--- src/rtl/double_ended_queue_core_defines.svh ---
// ----------------------------------------------------------------------------
// Double-ended queue core - assertion macros
// Shared concurrent assertion helpers; bodies are empty for synthesis.
// ----------------------------------------------------------------------------
`ifndef DOUBLE_ENDED_QUEUE_CORE_DEFINES_SVH
`define DOUBLE_ENDED_QUEUE_CORE_DEFINES_SVH

`ifndef SYNTHESIS
// same-cycle implication
`define DEQ_ASSERT_IMPL(lbl, clk, rst_n, ante, cons, msg) \
  lbl: assert property (@(posedge clk) disable iff (!rst_n) (ante) |-> (cons)) \
    else $error(msg);
// next-cycle implication
`define DEQ_ASSERT_NEXT(lbl, clk, rst_n, ante, cons, msg) \
  lbl: assert property (@(posedge clk) disable iff (!rst_n) (ante) |=> (cons)) \
    else $error(msg);
`else
`define DEQ_ASSERT_IMPL(lbl, clk, rst_n, ante, cons, msg)
`define DEQ_ASSERT_NEXT(lbl, clk, rst_n, ante, cons, msg)
`endif

`endif

--- src/rtl/deq_pkg.sv ---
// ----------------------------------------------------------------------------
// Double-ended queue package
// Field widths, operation codes, default depth and the compare result type.
// ----------------------------------------------------------------------------
package deq_pkg;

  // field widths
  localparam int unsigned OP_W  = 3;
  localparam int unsigned KEY_W = 32;
  localparam int unsigned POS_W = 4;
  localparam int unsigned OCC_W = 5;

  // default ring depth
  localparam int unsigned DEPTH_DEF = 16;

  // operation codes
  localparam logic [OP_W-1:0] OP_PUSH_BACK  = 3'd0;
  localparam logic [OP_W-1:0] OP_PUSH_FRONT = 3'd1;
  localparam logic [OP_W-1:0] OP_POP_FRONT  = 3'd2;
  localparam logic [OP_W-1:0] OP_POP_BACK   = 3'd3;
  localparam logic [OP_W-1:0] OP_SEARCH     = 3'd4;

  // compare unit result
  typedef struct packed {
    logic less;
    logic equal;
  } cmp_res_t;

endpackage

--- src/rtl/deq_in_if.sv ---
// ----------------------------------------------------------------------------
// Deque input channel
// Valid/ready channel carrying one operation and its key.
// ----------------------------------------------------------------------------
interface deq_in_if;
  import deq_pkg::*;

  logic                    valid;
  logic                    ready;
  logic [OP_W-1:0]         op;
  logic signed [KEY_W-1:0] key;

  modport source (output valid, output op, output key, input ready);
  modport sink   (input valid, input op, input key, output ready);

endinterface

--- src/rtl/deq_out_if.sv ---
// ----------------------------------------------------------------------------
// Deque result channel
// Valid/ready channel carrying one result per operation.
// ----------------------------------------------------------------------------
interface deq_out_if;
  import deq_pkg::*;

  logic                    valid;
  logic                    ready;
  logic                    ok;
  logic signed [KEY_W-1:0] key_out;
  logic [POS_W-1:0]        position;
  logic [OCC_W-1:0]        occupancy;

  modport source (output valid, output ok, output key_out, output position,
                  output occupancy, input ready);
  modport sink   (input valid, input ok, input key_out, input position,
                  input occupancy, output ready);

endinterface

--- src/rtl/deq_ring_mem.sv ---
// ----------------------------------------------------------------------------
// Deque ring store
// One write port and one read port with registered read data.
// ----------------------------------------------------------------------------
module deq_ring_mem #(
  parameter int unsigned DEPTH = deq_pkg::DEPTH_DEF,
  localparam int unsigned AW   = $clog2(DEPTH)
) (
  input  logic                             clk_i,
  input  logic                             we_i,
  input  logic [AW-1:0]                    waddr_i,
  input  logic signed [deq_pkg::KEY_W-1:0] wdata_i,
  input  logic                             re_i,
  input  logic [AW-1:0]                    raddr_i,
  output logic signed [deq_pkg::KEY_W-1:0] rdata_o
);
  import deq_pkg::*;

  logic signed [KEY_W-1:0] mem [DEPTH];
  logic signed [KEY_W-1:0] rdata_q;

  // write port
  always_ff @(posedge clk_i) begin
    if (we_i) begin
      mem[waddr_i] <= wdata_i;
    end
  end

  // read port, data valid the cycle after the request
  always_ff @(posedge clk_i) begin
    if (re_i) begin
      rdata_q <= mem[raddr_i];
    end
  end

  assign rdata_o = rdata_q;

endmodule

--- src/rtl/deq_walk_cmp.sv ---
// ----------------------------------------------------------------------------
// Deque key compare unit
// Signed less-than and equality of a stored key against the probe key.
// ----------------------------------------------------------------------------
module deq_walk_cmp (
  input  logic signed [deq_pkg::KEY_W-1:0] stored_i,
  input  logic signed [deq_pkg::KEY_W-1:0] probe_i,
  output deq_pkg::cmp_res_t                res_o
);
  import deq_pkg::*;

  assign res_o.less  = (stored_i < probe_i);
  assign res_o.equal = (stored_i == probe_i);

endmodule

--- src/rtl/double_ended_queue_core.sv ---
// ----------------------------------------------------------------------------
// Double-ended queue core
// Bounded deque of signed keys in a ring store with push/pop at both ends
// and an ordered search from the front.
// ----------------------------------------------------------------------------
// Channel   Dir  Payload                             Transfer
// in_i      in   op[2:0], key[31:0]                  valid && ready
// out_o     out  ok, key_out[31:0], position[3:0],   valid && ready
//                occupancy[4:0]
//
// Pushes, refused pops, searches on an empty deque and unused codes give
// a result in the cycle after the transfer; a pop that succeeds first
// reads the ring store, then loads its result. A search walks from the
// front up to the first key not below the probe, or past all stored keys;
// each step is one read of the single store read port plus one compare.
// Input is taken only while the sequencer is idle and the result register
// is empty or draining. Reset clears pointers and count; the store itself
// is not cleared.
// ----------------------------------------------------------------------------
`include "double_ended_queue_core_defines.svh"

module double_ended_queue_core #(
  parameter int unsigned DEPTH = deq_pkg::DEPTH_DEF
) (
  input  logic          clk_i,
  input  logic          rst_ni,
  deq_in_if.sink        in_i,
  deq_out_if.source     out_o
);
  import deq_pkg::*;

  localparam int unsigned AW = $clog2(DEPTH);
  localparam int unsigned CW = $clog2(DEPTH + 1);

  // sequencer codes
  localparam logic [1:0] ST_IDLE = 2'd0;
  localparam logic [1:0] ST_POP  = 2'd1;
  localparam logic [1:0] ST_WALK = 2'd2;

  logic [1:0]          state_q, state_d;
  logic [AW-1:0]       front_q, front_d;
  logic [CW-1:0]       count_q, count_d;
  logic [AW-1:0]       idx_q, idx_d;
  logic signed [KEY_W-1:0] probe_q;

  logic                    out_valid_q;
  logic                    ok_q;
  logic signed [KEY_W-1:0] key_out_q;
  logic [POS_W-1:0]        pos_q;
  logic [OCC_W-1:0]        occ_q;

  logic                    out_load;
  logic                    res_ok;
  logic signed [KEY_W-1:0] res_key;
  logic [POS_W-1:0]        res_pos;

  logic          accept;
  logic          full, empty;
  logic [CW-1:0] count_m1;
  logic [CW-1:0] idx_nx;
  logic [AW-1:0] offset;
  logic [AW:0]   ring_sum;
  logic [AW-1:0] ring_addr;
  logic [AW-1:0] front_dec, front_inc;

  logic                    mem_we, mem_re;
  logic [AW-1:0]           mem_waddr;
  logic signed [KEY_W-1:0] rd_data;
  cmp_res_t                cmp_res;

  // handshake
  assign in_i.ready = (state_q == ST_IDLE) && (!out_valid_q || out_o.ready);
  assign accept     = in_i.valid && in_i.ready;

  assign full     = (count_q == CW'(DEPTH));
  assign empty    = (count_q == '0);
  assign count_m1 = count_q - CW'(1);
  assign idx_nx   = CW'(idx_q) + CW'(1);

  // offset from the front for the ring address adder
  always_comb begin
    offset = '0;
    if (state_q == ST_WALK) begin
      offset = idx_nx[AW-1:0];
    end else begin
      case (in_i.op)
        OP_PUSH_BACK: offset = count_q[AW-1:0];
        OP_POP_BACK:  offset = count_m1[AW-1:0];
        default:      offset = '0;
      endcase
    end
  end

  // ring address: front + offset, wrapped at DEPTH
  assign ring_sum  = {1'b0, front_q} + {1'b0, offset};
  assign ring_addr = (ring_sum >= (AW+1)'(DEPTH)) ? AW'(ring_sum - (AW+1)'(DEPTH))
                                                 : ring_sum[AW-1:0];

  assign front_dec = (front_q == '0) ? AW'(DEPTH - 1) : front_q - AW'(1);
  assign front_inc = (front_q == AW'(DEPTH - 1)) ? '0 : front_q + AW'(1);

  // sequencer
  always_comb begin
    state_d  = state_q;
    front_d  = front_q;
    count_d  = count_q;
    idx_d    = idx_q;
    out_load = 1'b0;
    res_ok   = 1'b0;
    res_key  = '0;
    res_pos  = '0;
    mem_we   = 1'b0;
    mem_re   = 1'b0;
    mem_waddr = ring_addr;
    case (state_q)
      ST_IDLE: begin
        if (accept) begin
          case (in_i.op)
            OP_PUSH_BACK, OP_PUSH_FRONT: begin
              out_load = 1'b1;
              if (!full) begin
                mem_we  = 1'b1;
                res_ok  = 1'b1;
                count_d = count_q + CW'(1);
                if (in_i.op == OP_PUSH_FRONT) begin
                  mem_waddr = front_dec;
                  front_d   = front_dec;
                end
              end
            end
            OP_POP_FRONT, OP_POP_BACK: begin
              if (empty) begin
                out_load = 1'b1;
              end else begin
                mem_re  = 1'b1;
                count_d = count_m1;
                state_d = ST_POP;
                if (in_i.op == OP_POP_FRONT) begin
                  front_d = front_inc;
                end
              end
            end
            OP_SEARCH: begin
              if (empty) begin
                out_load = 1'b1;
              end else begin
                mem_re  = 1'b1;
                idx_d   = '0;
                state_d = ST_WALK;
              end
            end
            default: begin
              out_load = 1'b1;
            end
          endcase
        end
      end
      ST_POP: begin
        out_load = 1'b1;
        res_ok   = 1'b1;
        res_key  = rd_data;
        state_d  = ST_IDLE;
      end
      ST_WALK: begin
        if (!cmp_res.less) begin
          // stop point: hit only on an equal key
          out_load = 1'b1;
          state_d  = ST_IDLE;
          if (cmp_res.equal) begin
            res_ok  = 1'b1;
            res_key = rd_data;
            res_pos = POS_W'(idx_q);
          end
        end else if (idx_nx == count_q) begin
          // walked past every stored key
          out_load = 1'b1;
          state_d  = ST_IDLE;
        end else begin
          mem_re = 1'b1;
          idx_d  = idx_nx[AW-1:0];
        end
      end
      default: begin
        state_d = ST_IDLE;
      end
    endcase
  end

  // control registers
  always_ff @(posedge clk_i or negedge rst_ni) begin
    if (!rst_ni) begin
      state_q     <= ST_IDLE;
      front_q     <= '0;
      count_q     <= '0;
      idx_q       <= '0;
      out_valid_q <= 1'b0;
    end else begin
      state_q <= state_d;
      front_q <= front_d;
      count_q <= count_d;
      idx_q   <= idx_d;
      if (out_load) begin
        out_valid_q <= 1'b1;
      end else if (out_o.ready) begin
        out_valid_q <= 1'b0;
      end
    end
  end

  // payload registers
  always_ff @(posedge clk_i) begin
    if (accept) begin
      probe_q <= in_i.key;
    end
    if (out_load) begin
      ok_q      <= res_ok;
      key_out_q <= res_key;
      pos_q     <= res_pos;
      occ_q     <= OCC_W'(count_d);
    end
  end

  assign out_o.valid     = out_valid_q;
  assign out_o.ok        = ok_q;
  assign out_o.key_out   = key_out_q;
  assign out_o.position  = pos_q;
  assign out_o.occupancy = occ_q;

  // ring store
  deq_ring_mem #(
    .DEPTH (DEPTH)
  ) u_mem (
    .clk_i   (clk_i),
    .we_i    (mem_we),
    .waddr_i (mem_waddr),
    .wdata_i (in_i.key),
    .re_i    (mem_re),
    .raddr_i (ring_addr),
    .rdata_o (rd_data)
  );

  // shared key compare
  deq_walk_cmp u_cmp (
    .stored_i (rd_data),
    .probe_i  (probe_q),
    .res_o    (cmp_res)
  );

  // assertions
  `DEQ_ASSERT_IMPL(a_count_bound, clk_i, rst_ni, 1'b1, count_q <= CW'(DEPTH), "count above depth")
  `DEQ_ASSERT_IMPL(a_ready_idle, clk_i, rst_ni, in_i.ready, state_q == ST_IDLE, "ready while busy")
  `DEQ_ASSERT_IMPL(a_busy_no_out, clk_i, rst_ni, state_q != ST_IDLE, !out_valid_q, "result pending while busy")
  `DEQ_ASSERT_NEXT(a_search_walk, clk_i, rst_ni, accept && in_i.op == OP_SEARCH && !empty, state_q == ST_WALK, "search did not start walk")
  `DEQ_ASSERT_NEXT(a_pop_done, clk_i, rst_ni, state_q == ST_POP, out_valid_q && ok_q, "pop result missing")

endmodule

--- src/flat_wrapper.sv ---
// flat-port wrapper written by rule: the top's interface ports become plain ports
module double_ended_queue_core_flat import deq_pkg::*;
#(
  parameter int unsigned DEPTH = deq_pkg::DEPTH_DEF
)
  (clk_i, rst_ni, in_i_valid, in_i_op, in_i_key, in_i_ready, out_o_valid, out_o_ok, out_o_key_out, out_o_position, out_o_occupancy, out_o_ready);
  deq_in_if in_i_i ();
  deq_out_if out_o_i ();
  input  logic clk_i;
  input  logic rst_ni;
  input wire logic [$bits(in_i_i.valid)-1:0] in_i_valid;
  input wire logic [$bits(in_i_i.op)-1:0] in_i_op;
  input wire logic [$bits(in_i_i.key)-1:0] in_i_key;
  output wire logic [$bits(in_i_i.ready)-1:0] in_i_ready;
  output wire logic [$bits(out_o_i.valid)-1:0] out_o_valid;
  output wire logic [$bits(out_o_i.ok)-1:0] out_o_ok;
  output wire logic [$bits(out_o_i.key_out)-1:0] out_o_key_out;
  output wire logic [$bits(out_o_i.position)-1:0] out_o_position;
  output wire logic [$bits(out_o_i.occupancy)-1:0] out_o_occupancy;
  input wire logic [$bits(out_o_i.ready)-1:0] out_o_ready;
  assign in_i_i.valid = in_i_valid;
  assign in_i_i.op = in_i_op;
  assign in_i_i.key = in_i_key;
  assign in_i_ready = in_i_i.ready;
  assign out_o_valid = out_o_i.valid;
  assign out_o_ok = out_o_i.ok;
  assign out_o_key_out = out_o_i.key_out;
  assign out_o_position = out_o_i.position;
  assign out_o_occupancy = out_o_i.occupancy;
  assign out_o_i.ready = out_o_ready;
  double_ended_queue_core #(.DEPTH(DEPTH)) u_core (.clk_i(clk_i), .rst_ni(rst_ni), .in_i(in_i_i), .out_o(out_o_i));
endmodule
--- config.mk ---
export PLATFORM = sky130hd
export DESIGN_NAME = double_ended_queue_core_flat
export DESIGN_NICKNAME = d
export VERILOG_FILES = /design/src/rtl/deq_pkg.sv /design/src/rtl/deq_in_if.sv /design/src/rtl/deq_out_if.sv /design/src/rtl/deq_ring_mem.sv /design/src/rtl/deq_walk_cmp.sv /design/src/rtl/double_ended_queue_core.sv /design/src/flat_wrapper.sv
export VERILOG_INCLUDE_DIRS = /design/src /design/src/rtl
export SDC_FILE = /design/constraint.sdc
export NUM_CORES = 1
export LEC_CHECK = 0
export CAP_MARGIN = 30
export CORE_MARGIN = 1
export CORE_UTILIZATION = 50
export DETAILED_ROUTE_END_ITERATION = 7
export DONT_BUFFER_PORTS = 1
export PLACE_DENSITY_LB_ADDON = 0.05
export SYNTH_ARGS = -nofsm -noshare
export SYNTH_HDL_FRONTEND = slang
export SYNTH_SLANG_ARGS = --single-unit
--- constraint.sdc ---
create_clock -name clk_i -period 6.2 [get_ports clk_i]
set_input_delay 0.62 -clock clk_i [delete_from_list [all_inputs] [get_ports clk_i]]
set_output_delay 0.62 -clock clk_i [all_outputs]
set_load 0.02 [all_outputs]
==> results.yml, run 1 <==
run_status:
  status: "finished, final reports clean"
layout:
  antenna_cells: 0
  fill_cells: 3792
  final_cell_mix: "618 x edfxtp_1, 128 x mux4_2, 100 x nand2_1, 71 x clkbuf_16, 46 x inv_1"
  final_common_cell: "edfxtp_1"
  area_delta_synth_final_pct: 12.5
  final_util_pct: 57.2
  post-route-cell-area_um2: 28800
  drive_gt1_share_pct: 22.6
  final_nets: 1491
critical_path:
  cp_slowest_stage_delay_ps: 820
  reg2reg_depth: 14
  path_class: "reg2reg"
  r2r_end: "u_core.u_mem.mem[4][7]$_DFFE_PP_"
  rr_startpoint: "u_core.state_q[0]$_DFFE_PN0P_"
  path_buf_inv: 4
  cp_top_family: "simple AND/OR/NAND/NOR gates"
  path_max_fanout: 22
  critPathArrivalTime_ps: 5220
  reg2reg_setup_slack_ps: 1250
  critPathCaptureType: "flop"
  cp_slowest_cell: "nor2_4"
  cp_cell_sequence: "inv_1 > ha_1 > or2_2 > o22ai_1 > ha_4 > inv_1 > fa_4 > xnor2_2 > buf_4 > nand2_1 > o21ai_2 > nand2_1 > nor2_4 > buf_4"
  crit_required_ps: 6470
  cp-start-kind: "flop"
grt:
  grt_pass1_wl_mm: 87.3
  grt_pass1_vias: 13178
  grt_use_total_pct: 22.9
  antenna_found_initial: 0
  grt_max_degree: 89
  grt_overflow: 0
die:
  initial_utilization_pct: 50.9
  rows: 82
  dieWidth_um: 228
  chipHeight_um: 228
  core_area_um2: 50300
  floorplan.die_area_um2: 52100
  pin_count: 83
pwr:
  clkPwrFrac_pct: 24.7
  p_switching_mw: 5.28
  internal_power_mw: 10.0
  combinationalPowerShare_pct: 37.0
  switching_share_pct: 34.5
  ir_drop_mv: 0.439
  p_leak_nw: 9.53
  cellPowerDensity_nw_per_um2: 532
  pwr-share-seq_pct: 38.3
yosys:
  synth_seq_cells: 634
  synth_cell_types: 66
  ys.flop_type: "edfxtp_1"
  syn_nets: 1440
  ys.warnings.count: 0
  netlist_instances: 1355
  synthArstFlopShare_pct: 2.52
  syn_avg_cell_area_um2: 18.9
  netlist_area_um2: 25600
  yosysSeqAreaShare_pct: 74.1
  synth_edf_count: 618
timing:
  fin_skew_ps: 22.1
  setup_viol: 0
  slew_headroom_pct: 34.1
  post-route-min-period_ps: 4950
  finalHoldViolCount: 0
  worst_pin_slew_ps: 980
  finalSetupTns_ps: 0
  whs_ps: 120
  drv_slew: 0
  rsz0062_at_grt: "no"
  fmax_mhz: 202
  period_share_pct: 79.9
detailed_routing:
  vias: 12593
  drt_first_pass_iters: 5
  wirelength_mm: 57.8
  vias_per_cell: 5.92
  ant_nets: 0
  drtIter0Drc: 984
  drcViolationCount: 0
  routedWlPerCell_um: 27.2
clocking:
  cts.root.buffer_cell: "clkbuf_16"
  cts.sinks: 634
  postCtsResizedCells: 0
  cts.clk_slew.worst_paths_ps: 60
  cts_tree: "built"
  htreeDepth: 3
  clock_tree.buffer_depth: 3
  cts-buffers-inserted: 66
  worstSkewPairLatency_ps: 590
min_path:
  whs_endpoint: "u_core.u_mem.mem[10][6]$_DFFE_PP_"
  hold_path.class: "in2reg"
  worstHoldPathCells: 0
  min_from: "in_i_key[6]"
placed_design:
  io_buffers: 0
  place.gp.congestion: 0.820
  hpwl_mm: 33.9
  postPlaceCellArea_um2: 26700
job:
  maxCapViolCount: 0
[area by class of cell]
cell class                      count  area [um2]  area share [%]
Clock buffer                       83        1820            6.33
Clock inverter                     33         233           0.809
Inverter                           47         176           0.613
Multi-Input combinational cell    609        6290            21.9
Sequential cell                   634       19000            65.9
Tap cell                          672         841            2.92
Timing Repair Buffer               48         453            1.57
[power groups by stage]
stage / clock network [mW] / registers [mW] / logic, mW
after floorplan: 0 / 5.80 / 4.25
after global placement: 0 / 5.95 / 5.70
after detailed placement: 0 / 5.95 / 5.74
after CTS: 3.88 / 5.86 / 5.76
after global routing: 4.05 / 5.90 / 6.16
final: 3.79 / 5.86 / 5.67
[registers in the layout, indices dropped and copies added, names as in the netlist, 2 cells and up]
name and flops:
u_core.idx_q 4, u_core.front_q 4, u_core.probe_q 32, u_core.count_q 5, u_core.u_mem.rdata_o 32, u_core.out_o.occupancy 5, u_core.out_o.position 4, u_core.u_mem.mem 512
u_core.out_o.key_out 32, u_core.state_q 2
[cells by family (layout without fill, tap and decap cells)]
| logic type | after synthesis | after routing | share of synthesized area, % |
|---|---|---|---|
| simple gates | 262 | 262 | 5.21 |
| flops | 634 | 634 | 74.1 |
| mux | 131 | 131 | 11.4 |
| xor+xnor | 15 | 15 | 0.514 |
| buf+inv | 112 | 211 | 1.92 |
| fa+ha+maj | 46 | 46 | 2.28 |
| compound gates | 155 | 155 | 4.58 |
[layer usage]
metal	up-vias	part of all wire [%]	GRT usage [%]
met4	0	1.3	5.62
met5	-	0	0
met3	56	5.4	4.58
met2	303	49	36.7
li1	5557	-	-
met1	6677	45	32.6
[worst max path at each step]
stage                                         to  slack (ps)                           from  cells past startpoint
6_report        u_core.u_mem.mem[4][7]$_DFFE_PP_        1250  u_core.state_q[0]$_DFFE_PN0P_                     14
5_1_grt         u_core.u_mem.mem[4][7]$_DFFE_PP_         950  u_core.state_q[0]$_DFFE_PN0P_                     14
4_1_cts         u_core.u_mem.mem[4][7]$_DFFE_PP_        1240  u_core.state_q[0]$_DFFE_PN0P_                     14
3_5_place_dp    u_core.u_mem.mem[4][8]$_DFFE_PP_        1290  u_core.state_q[0]$_DFFE_PN0P_                     14
3_3_place_gp   u_core.u_mem.mem[14][6]$_DFFE_PP_        1360  u_core.state_q[0]$_DFFE_PN0P_                     14
2_1_floorplan  u_core.u_mem.mem[10][0]$_DFFE_PP_         790  u_core.state_q[0]$_DFFE_PN0P_                     13
[stage by stage]
stage | setup slack, ps | total power, mW | cells
finish | 1250 | 15.3 | 2126
global route | 950 | 16.1 | 2126
CTS | 1240 | 15.5 | 2126
detailed placement | 1290 | 11.7 | 2009
global placement | 1360 | 11.6 | 2007
floorplan | 794 | 10.1 | 1355
[worst register-to-register path, stage by stage (launching register included)]
cell,delay [ps]
dfrtp_1,390
inv_1,80
ha_1,370
or2_2,390
o22ai_1,240
ha_4,190
inv_1,50
fa_4,530
xnor2_2,150
buf_4,330
nand2_1,140
o21ai_2,240
nand2_1,370
nor2_4,820
buf_4,360
[synthesized netlist by cell type, types with 3 or more instances]
cell	instances	area share (%)
nand4_1	6	0.15
and2_1	38	0.93
nor2_1	22	0.32
a21oi_1	32	0.63
buf_6	5	0.22
and3_1	38	0.93
nand2b_1	8	0.20
nor3b_1	3	0.088
a211oi_2	29	1.4
nand2_1	100	1.5
o22ai_1	4	0.098
a211oi_1	5	0.15
ha_1	45	2.2
xor2_1	4	0.14
or4_1	4	0.12
edfxtp_1	618	73
a31oi_1	33	0.81
o21ai_0	19	0.37
buf_1	6	0.088
xnor2_1	11	0.38
nor3_1	17	0.33
clkbuf_2	5	0.098
a21o_1	5	0.15
mux4_2	128	11
dfrtp_1	16	1.6
buf_2	18	0.35
clkbuf_1	30	0.44
nand3_1	11	0.22
inv_1	47	0.69
[what timing repair did]
| item | CTS | global route |
|---|---|---|
| hold buffers | 1 | 0 |
| setup buffers | 0 | 0 |
| endpoints found under the hold margin | 16 | 0 |
(Power assumes the default switching activity.)
==> run 2: changes to the inputs <==
==> constraint.sdc (replaced) <==
create_clock -name clk_i -period 4.1 [get_ports clk_i]
set_input_delay 0.41 -clock clk_i [delete_from_list [all_inputs] [get_ports clk_i]]
set_output_delay 0.41 -clock clk_i [all_outputs]
set_load 0.02 [all_outputs]
==> run 2 against run 1 <==
Effect of this change: cell area rose by 3.6%; non-clock buffer count increased by 52; die area unchanged; total power rose by 59%; final cell count grew 2.8%; flip-flop and latch count stayed put; clock power up 60%; hold slack got worse by 65 ps; register-to-register slack lost 980 ps; via count increased by 2.1%; combinational power up 67%; critical endpoint is now u_core.u_mem.mem[8][19]$_DFFE_PP_; largest cell class unchanged.
==> results.yml, run 2 (synthesis gave the netlist of run 1 again) <==
run_status:
  status: "finished, final reports clean"
layout:
  largest-register: "u_core.u_mem.mem"
  final_util_pct: 59.3
  area_delta_synth_final_pct: 16.5
  regArea_um2: 19000
  largest_reg_flops: 512
  final_cell_mix: "618 x edfxtp_1, 128 x mux4_2, 100 x nand2_1, 71 x clkbuf_16, 46 x inv_1"
  final_nets: 1545
  final_common_cell: "edfxtp_1"
  antenna_cells: 0
  multi_input_area_um2: 6380
  fill_cells: 3708
  post-route-cell-area_um2: 29800
  drive_gt1_share_pct: 23.4
timing:
  worst_pin_slew_ps: 871
  fmax_mhz: 261
  period_share_pct: 93.4
  slew_headroom_pct: 41.8
  setup_viol: 0
  post-route-min-period_ps: 3830
  finalHoldViolCount: 0
  rsz0062_at_grt: "yes"
  drv_slew: 0
  fin_skew_ps: 21.9
  whs_ps: 54.9
clocking:
  cts.sinks: 634
  postCtsResizedCells: 0
  cts-buffers-inserted: 68
  htreeDepth: 3
  cts.clk_slew.worst_paths_ps: 60
  worstSkewPairLatency_ps: 610
  cts_tree: "built"
  cts.root.buffer_cell: "clkbuf_16"
  clock_tree.buffer_depth: 3
critical_path:
  crit_start: "u_core.state_q[0]$_DFFE_PN0P_"
  crit_required_ps: 4380
  r2r_end: "u_core.u_mem.mem[8][19]$_DFFE_PP_"
  path_class: "reg2reg"
  reg2reg_setup_slack_ps: 270
  critPathArrivalTime_ps: 4110
  critPathCaptureType: "flop"
  rr_startpoint: "u_core.state_q[0]$_DFFE_PN0P_"
  reg2reg_depth: 13
  cp-start-kind: "flop"
  path_max_fanout: 24
detailed_routing:
  drcViolationCount: 0
  ant_nets: 0
  vias_per_cell: 5.88
  vias: 12860
  routedWlPerCell_um: 26.4
  wirelength_mm: 57.7
  drtIter0Drc: 1090
  drt_first_pass_iters: 5
job:
  maxCapViolCount: 0
grt:
  grt_max_degree: 65
  grt_pass1_wl_mm: 86.0
  antenna_found_initial: 1
  grt_overflow: 0
  grt_pass1_vias: 13204
  grt_use_total_pct: 22.8
placed_design:
  hpwl_mm: 33.3
  place.gp.congestion: 0.761
  postPlaceCellArea_um2: 27300
  io_buffers: 0
pwr:
  ir_drop_mv: 0.655
  p_leak_nw: 9.95
  power.total_mw: 24.3
  cellPowerDensity_nw_per_um2: 815
min_path:
  worstHoldPathCells: 3
  hold_path.class: "in2reg"
  min_from: "in_i_op[2]"
  whs_endpoint: "u_core.state_q[0]$_DFFE_PN0P_"
die:
  dieWidth_um: 228
  floorplan.die_area_um2: 52100
  rows: 82
  pin_count: 83
  chipHeight_um: 228
  initial_utilization_pct: 50.9
  core_area_um2: 50300
[run 2: metrics by stage]
stage	TNS [ps]	worst slack, ps	instances
floorplan	-125270	-406	1355
global route	-155	-14.0	2186
detailed placement	0	263	2028
CTS	0	238	2186
global placement	0	299	2028
finish	0	269	2186
[run 2: layout make-up]
cell class	count	share of cell area (%)
Inverter	47	0.592
Tap cell	672	2.82
Timing Repair Buffer	100	4.19
Sequential cell	634	63.6
Multi-Input combinational cell	609	21.4
Clock buffer	87	6.20
Clock inverter	37	1.20
[run 2: where the power goes]
| part | internal (mW) | switching, mW | leakage, nW |
|---|---|---|---|
| Combinational | 4.14 | 5.32 | 3.08 |
| Clock | 3.58 | 2.50 | 1.07 |
| Sequential | 8.15 | 0.620 | 5.80 |
| Total | 15.9 | 8.43 | 9.95 |
[run 2: what timing repair did]
item,in CTS,in global routing
setup buffers,0,0
hold endpoints to repair,561,0
setup endpoints to repair,0,20
hold buffers,34,0
[run 2: layer usage]
metal	up-vias	global-route usage, %	wire (um)
met5	-	0	0
met4	0	7.19	1200
met3	77	3.38	2730
met2	345	36.8	28000
met1	6764	32.1	25800
li1	5674	-	-
[run 2: how the worst max path moves through the flow]
stage                                                    end  slack (ps)  depth (start not counted)
after floorplan            u_core.u_mem.mem[10][0]$_DFFE_PP_        -410                         13
after global placement     u_core.u_mem.mem[8][16]$_DFFE_PP_         300                         13
after detailed placement   u_core.u_mem.mem[8][16]$_DFFE_PP_         260                         13
after CTS                  u_core.u_mem.mem[8][15]$_DFFE_PP_         240                         13
after global routing      u_core.u_mem.mem[13][29]$_DFFE_PP_         -10                         13
final                      u_core.u_mem.mem[8][19]$_DFFE_PP_         270                         13
[run 2: critical path: stages, from the launching register on]
cell,delay [ps]
dfrtp_1,390
inv_1,70
ha_1,220
or2_2,320
o21ai_0,260
ha_1,270
a21o_1,170
a21oi_1,170
xnor2_1,150
and3b_1,230
o31ai_2,370
nand2_1,340
nor3_4,270
buf_12,260
==> run 3: changes to the inputs <==
--- a/config.mk
+++ b/config.mk
@@ -9,6 +9,7 @@
 export CAP_MARGIN = 30
 export CORE_MARGIN = 1
 export CORE_UTILIZATION = 50
+export CTS_CLUSTER_DIAMETER = 30
 export DETAILED_ROUTE_END_ITERATION = 7
 export DONT_BUFFER_PORTS = 1
 export PLACE_DENSITY_LB_ADDON = 0.05
==> constraint.sdc (replaced) <==
create_clock -name clk_i -period 4.52 [get_ports clk_i]
set_input_delay 0.452 -clock clk_i [delete_from_list [all_inputs] [get_ports clk_i]]
set_output_delay 0.452 -clock clk_i [all_outputs]
set_load 0.02 [all_outputs]
==> run 3 against run 2 <==
Effect of this change: worst setup slack improved by 61 ps; critical path depth unchanged; utilization up 4.0 points; flip-flop and latch count unchanged; maximum frequency down 8.6%; total power rose by 6.3%; non-clock buffer count fell by 10; combinational power shrank 13%; highest routed layer unchanged.
==> results.yml, run 3 (synthesis gave the netlist of run 1 again) <==
run_status:
  status: "finished, final reports clean"
detailed_routing:
  vias: 13245
  drcViolationCount: 0
  routedWlPerCell_um: 25.8
  vias_per_cell: 5.77
  wirelength_mm: 59.2
  drtIter0Drc: 1062
  ant_nets: 0
  drt_first_pass_iters: 6
layout:
  drive_gt1_share_pct: 28.4
  largest_reg_flops: 512
  final_cell_mix: "618 x edfxtp_1, 135 x clkbuf_16, 128 x mux4_2, 100 x nand2_1, 46 x inv_1"
  post-route-cell-area_um2: 31800
  final_common_cell: "edfxtp_1"
  largest-register: "u_core.u_mem.mem"
  final_nets: 1598
  area_delta_synth_final_pct: 24.4
  antenna_cells: 0
die:
  dieWidth_um: 228
  initial_utilization_pct: 50.9
  core_area_um2: 50300
  pin_count: 83
  rows: 82
  chipHeight_um: 228
  floorplan.die_area_um2: 52100
grt:
  grt_use_total_pct: 23.7
  antenna_found_initial: 0
  grt_pass1_wl_mm: 89.1
  grt_pass1_vias: 14121
  grt_overflow: 0
  grt_max_degree: 65
clocking:
  post_cts_buffers: 0
  cts_tree: "built"
  cts.clk_slew.worst_paths_ps: 40
  postCtsResizedCells: 0
  worstSkewPairLatency_ps: 700
  cts-buffers-inserted: 131
  ctsHoldBuffers: 35
  cts.root.buffer_cell: "clkbuf_16"
  htreeDepth: 4
  clock_tree.buffer_depth: 3
  cts.sinks: 634
timing:
  worst_pin_slew_ps: 1010
  post-route-min-period_ps: 4190
  finalHoldViolCount: 0
  fin_skew_ps: 21.7
  rsz0062_at_grt: "no"
  slew_headroom_pct: 32.8
  fmax_mhz: 239
  drv_slew: 0
  setup_viol: 0
  finalSetupTns_ps: 0
  period_share_pct: 92.7
job:
  maxCapViolCount: 0
critical_path:
  critPathCaptureType: "flop"
  cp-start-kind: "flop"
  crit_required_ps: 4850
  path_class: "reg2reg"
  path_max_fanout: 19
  critPathArrivalTime_ps: 4520
placed_design:
  place.gp.congestion: 0.793
  postPlaceCellArea_um2: 26900
  hpwl_mm: 33.0
  io_buffers: 0
pwr:
  ir_drop_mv: 0.628
  cellPowerDensity_nw_per_um2: 812
  p_leak_nw: 10.9
  power.total_mw: 25.8
min_path:
  hold_path.class: "in2reg"
## run 3: layout make-up
type	instances	area, um2
fill	3583	18500
tap	672	841
clock inverter	87	1040
clock buffer	155	3480
timing repair buffer	90	1010
multi-input combinational	609	6310
sequential	634	19000
inverter	47	176
## run 3: worst max-delay path, cell delays in order (launching register included)
cell,delay (ps)
dfrtp_1,390
inv_1,90
ha_1,370
or2_2,380
o22ai_1,250
ha_4,180
inv_1,50
fa_4,520
xnor2_2,170
nand2_1,100
o21ai_2,270
nand2_1,420
nor2_4,200
buf_4,400
## run 3: routing by layer
| metal | global-route usage (%) | part of all wire [%] | vias to the layer above |
|---|---|---|---|
| met2 | 37.2 | 49 | 329 |
| li1 | - | - | 5858 |
| met4 | 10.3 | 2.8 | 0 |
| met3 | 5.23 | 4.8 | 98 |
| met1 | 32.0 | 44 | 6960 |
| met5 | 0 | 0 | - |
## run 3: stage by stage
stage	worst slack [ps]	util, %	instances	hold WS [ps]
2_1_floorplan	-886	-	1355	156
3_3_place_gp	456	53.6	2017	157
3_5_place_dp	365	53.6	2017	157
4_1_cts	323	63.3	2294	3.12
5_1_grt	57.7	63.3	2294	45.7
6_report	330	63.3	2294	45.8
## run 3: worst paths after layout
kind | startpoint | end | slack, ps | depth (start not counted)
min reg2reg | u_core.state_q[0]$_DFFE_PN0P_ | u_core.state_q[0]$_DFFE_PN0P_ | 570 | 1
min | in_i_op[1] | u_core.count_q[1]$_DFF_PN0_ | 50 | 3
max reg2reg | u_core.state_q[0]$_DFFE_PN0P_ | u_core.u_mem.mem[4][24]$_DFFE_PP_ | 330 | 13
max in group asynchronous | rst_ni | u_core.count_q[1]$_DFF_PN0_ | 3670 | 1
min in group asynchronous | rst_ni | u_core.out_o.valid$_DFFE_PN0P_ | 310 | 1
max | u_core.state_q[0]$_DFFE_PN0P_ | u_core.u_mem.mem[4][24]$_DFFE_PP_ | 330 | 13
## run 3: report_power, final
part	switching, mW	total, mW	internal, mW
clock network	3.10	9.64	6.54
logic	4.60	8.19	3.59
registers	0.598	8.02	7.42
total	8.30	25.8	17.5
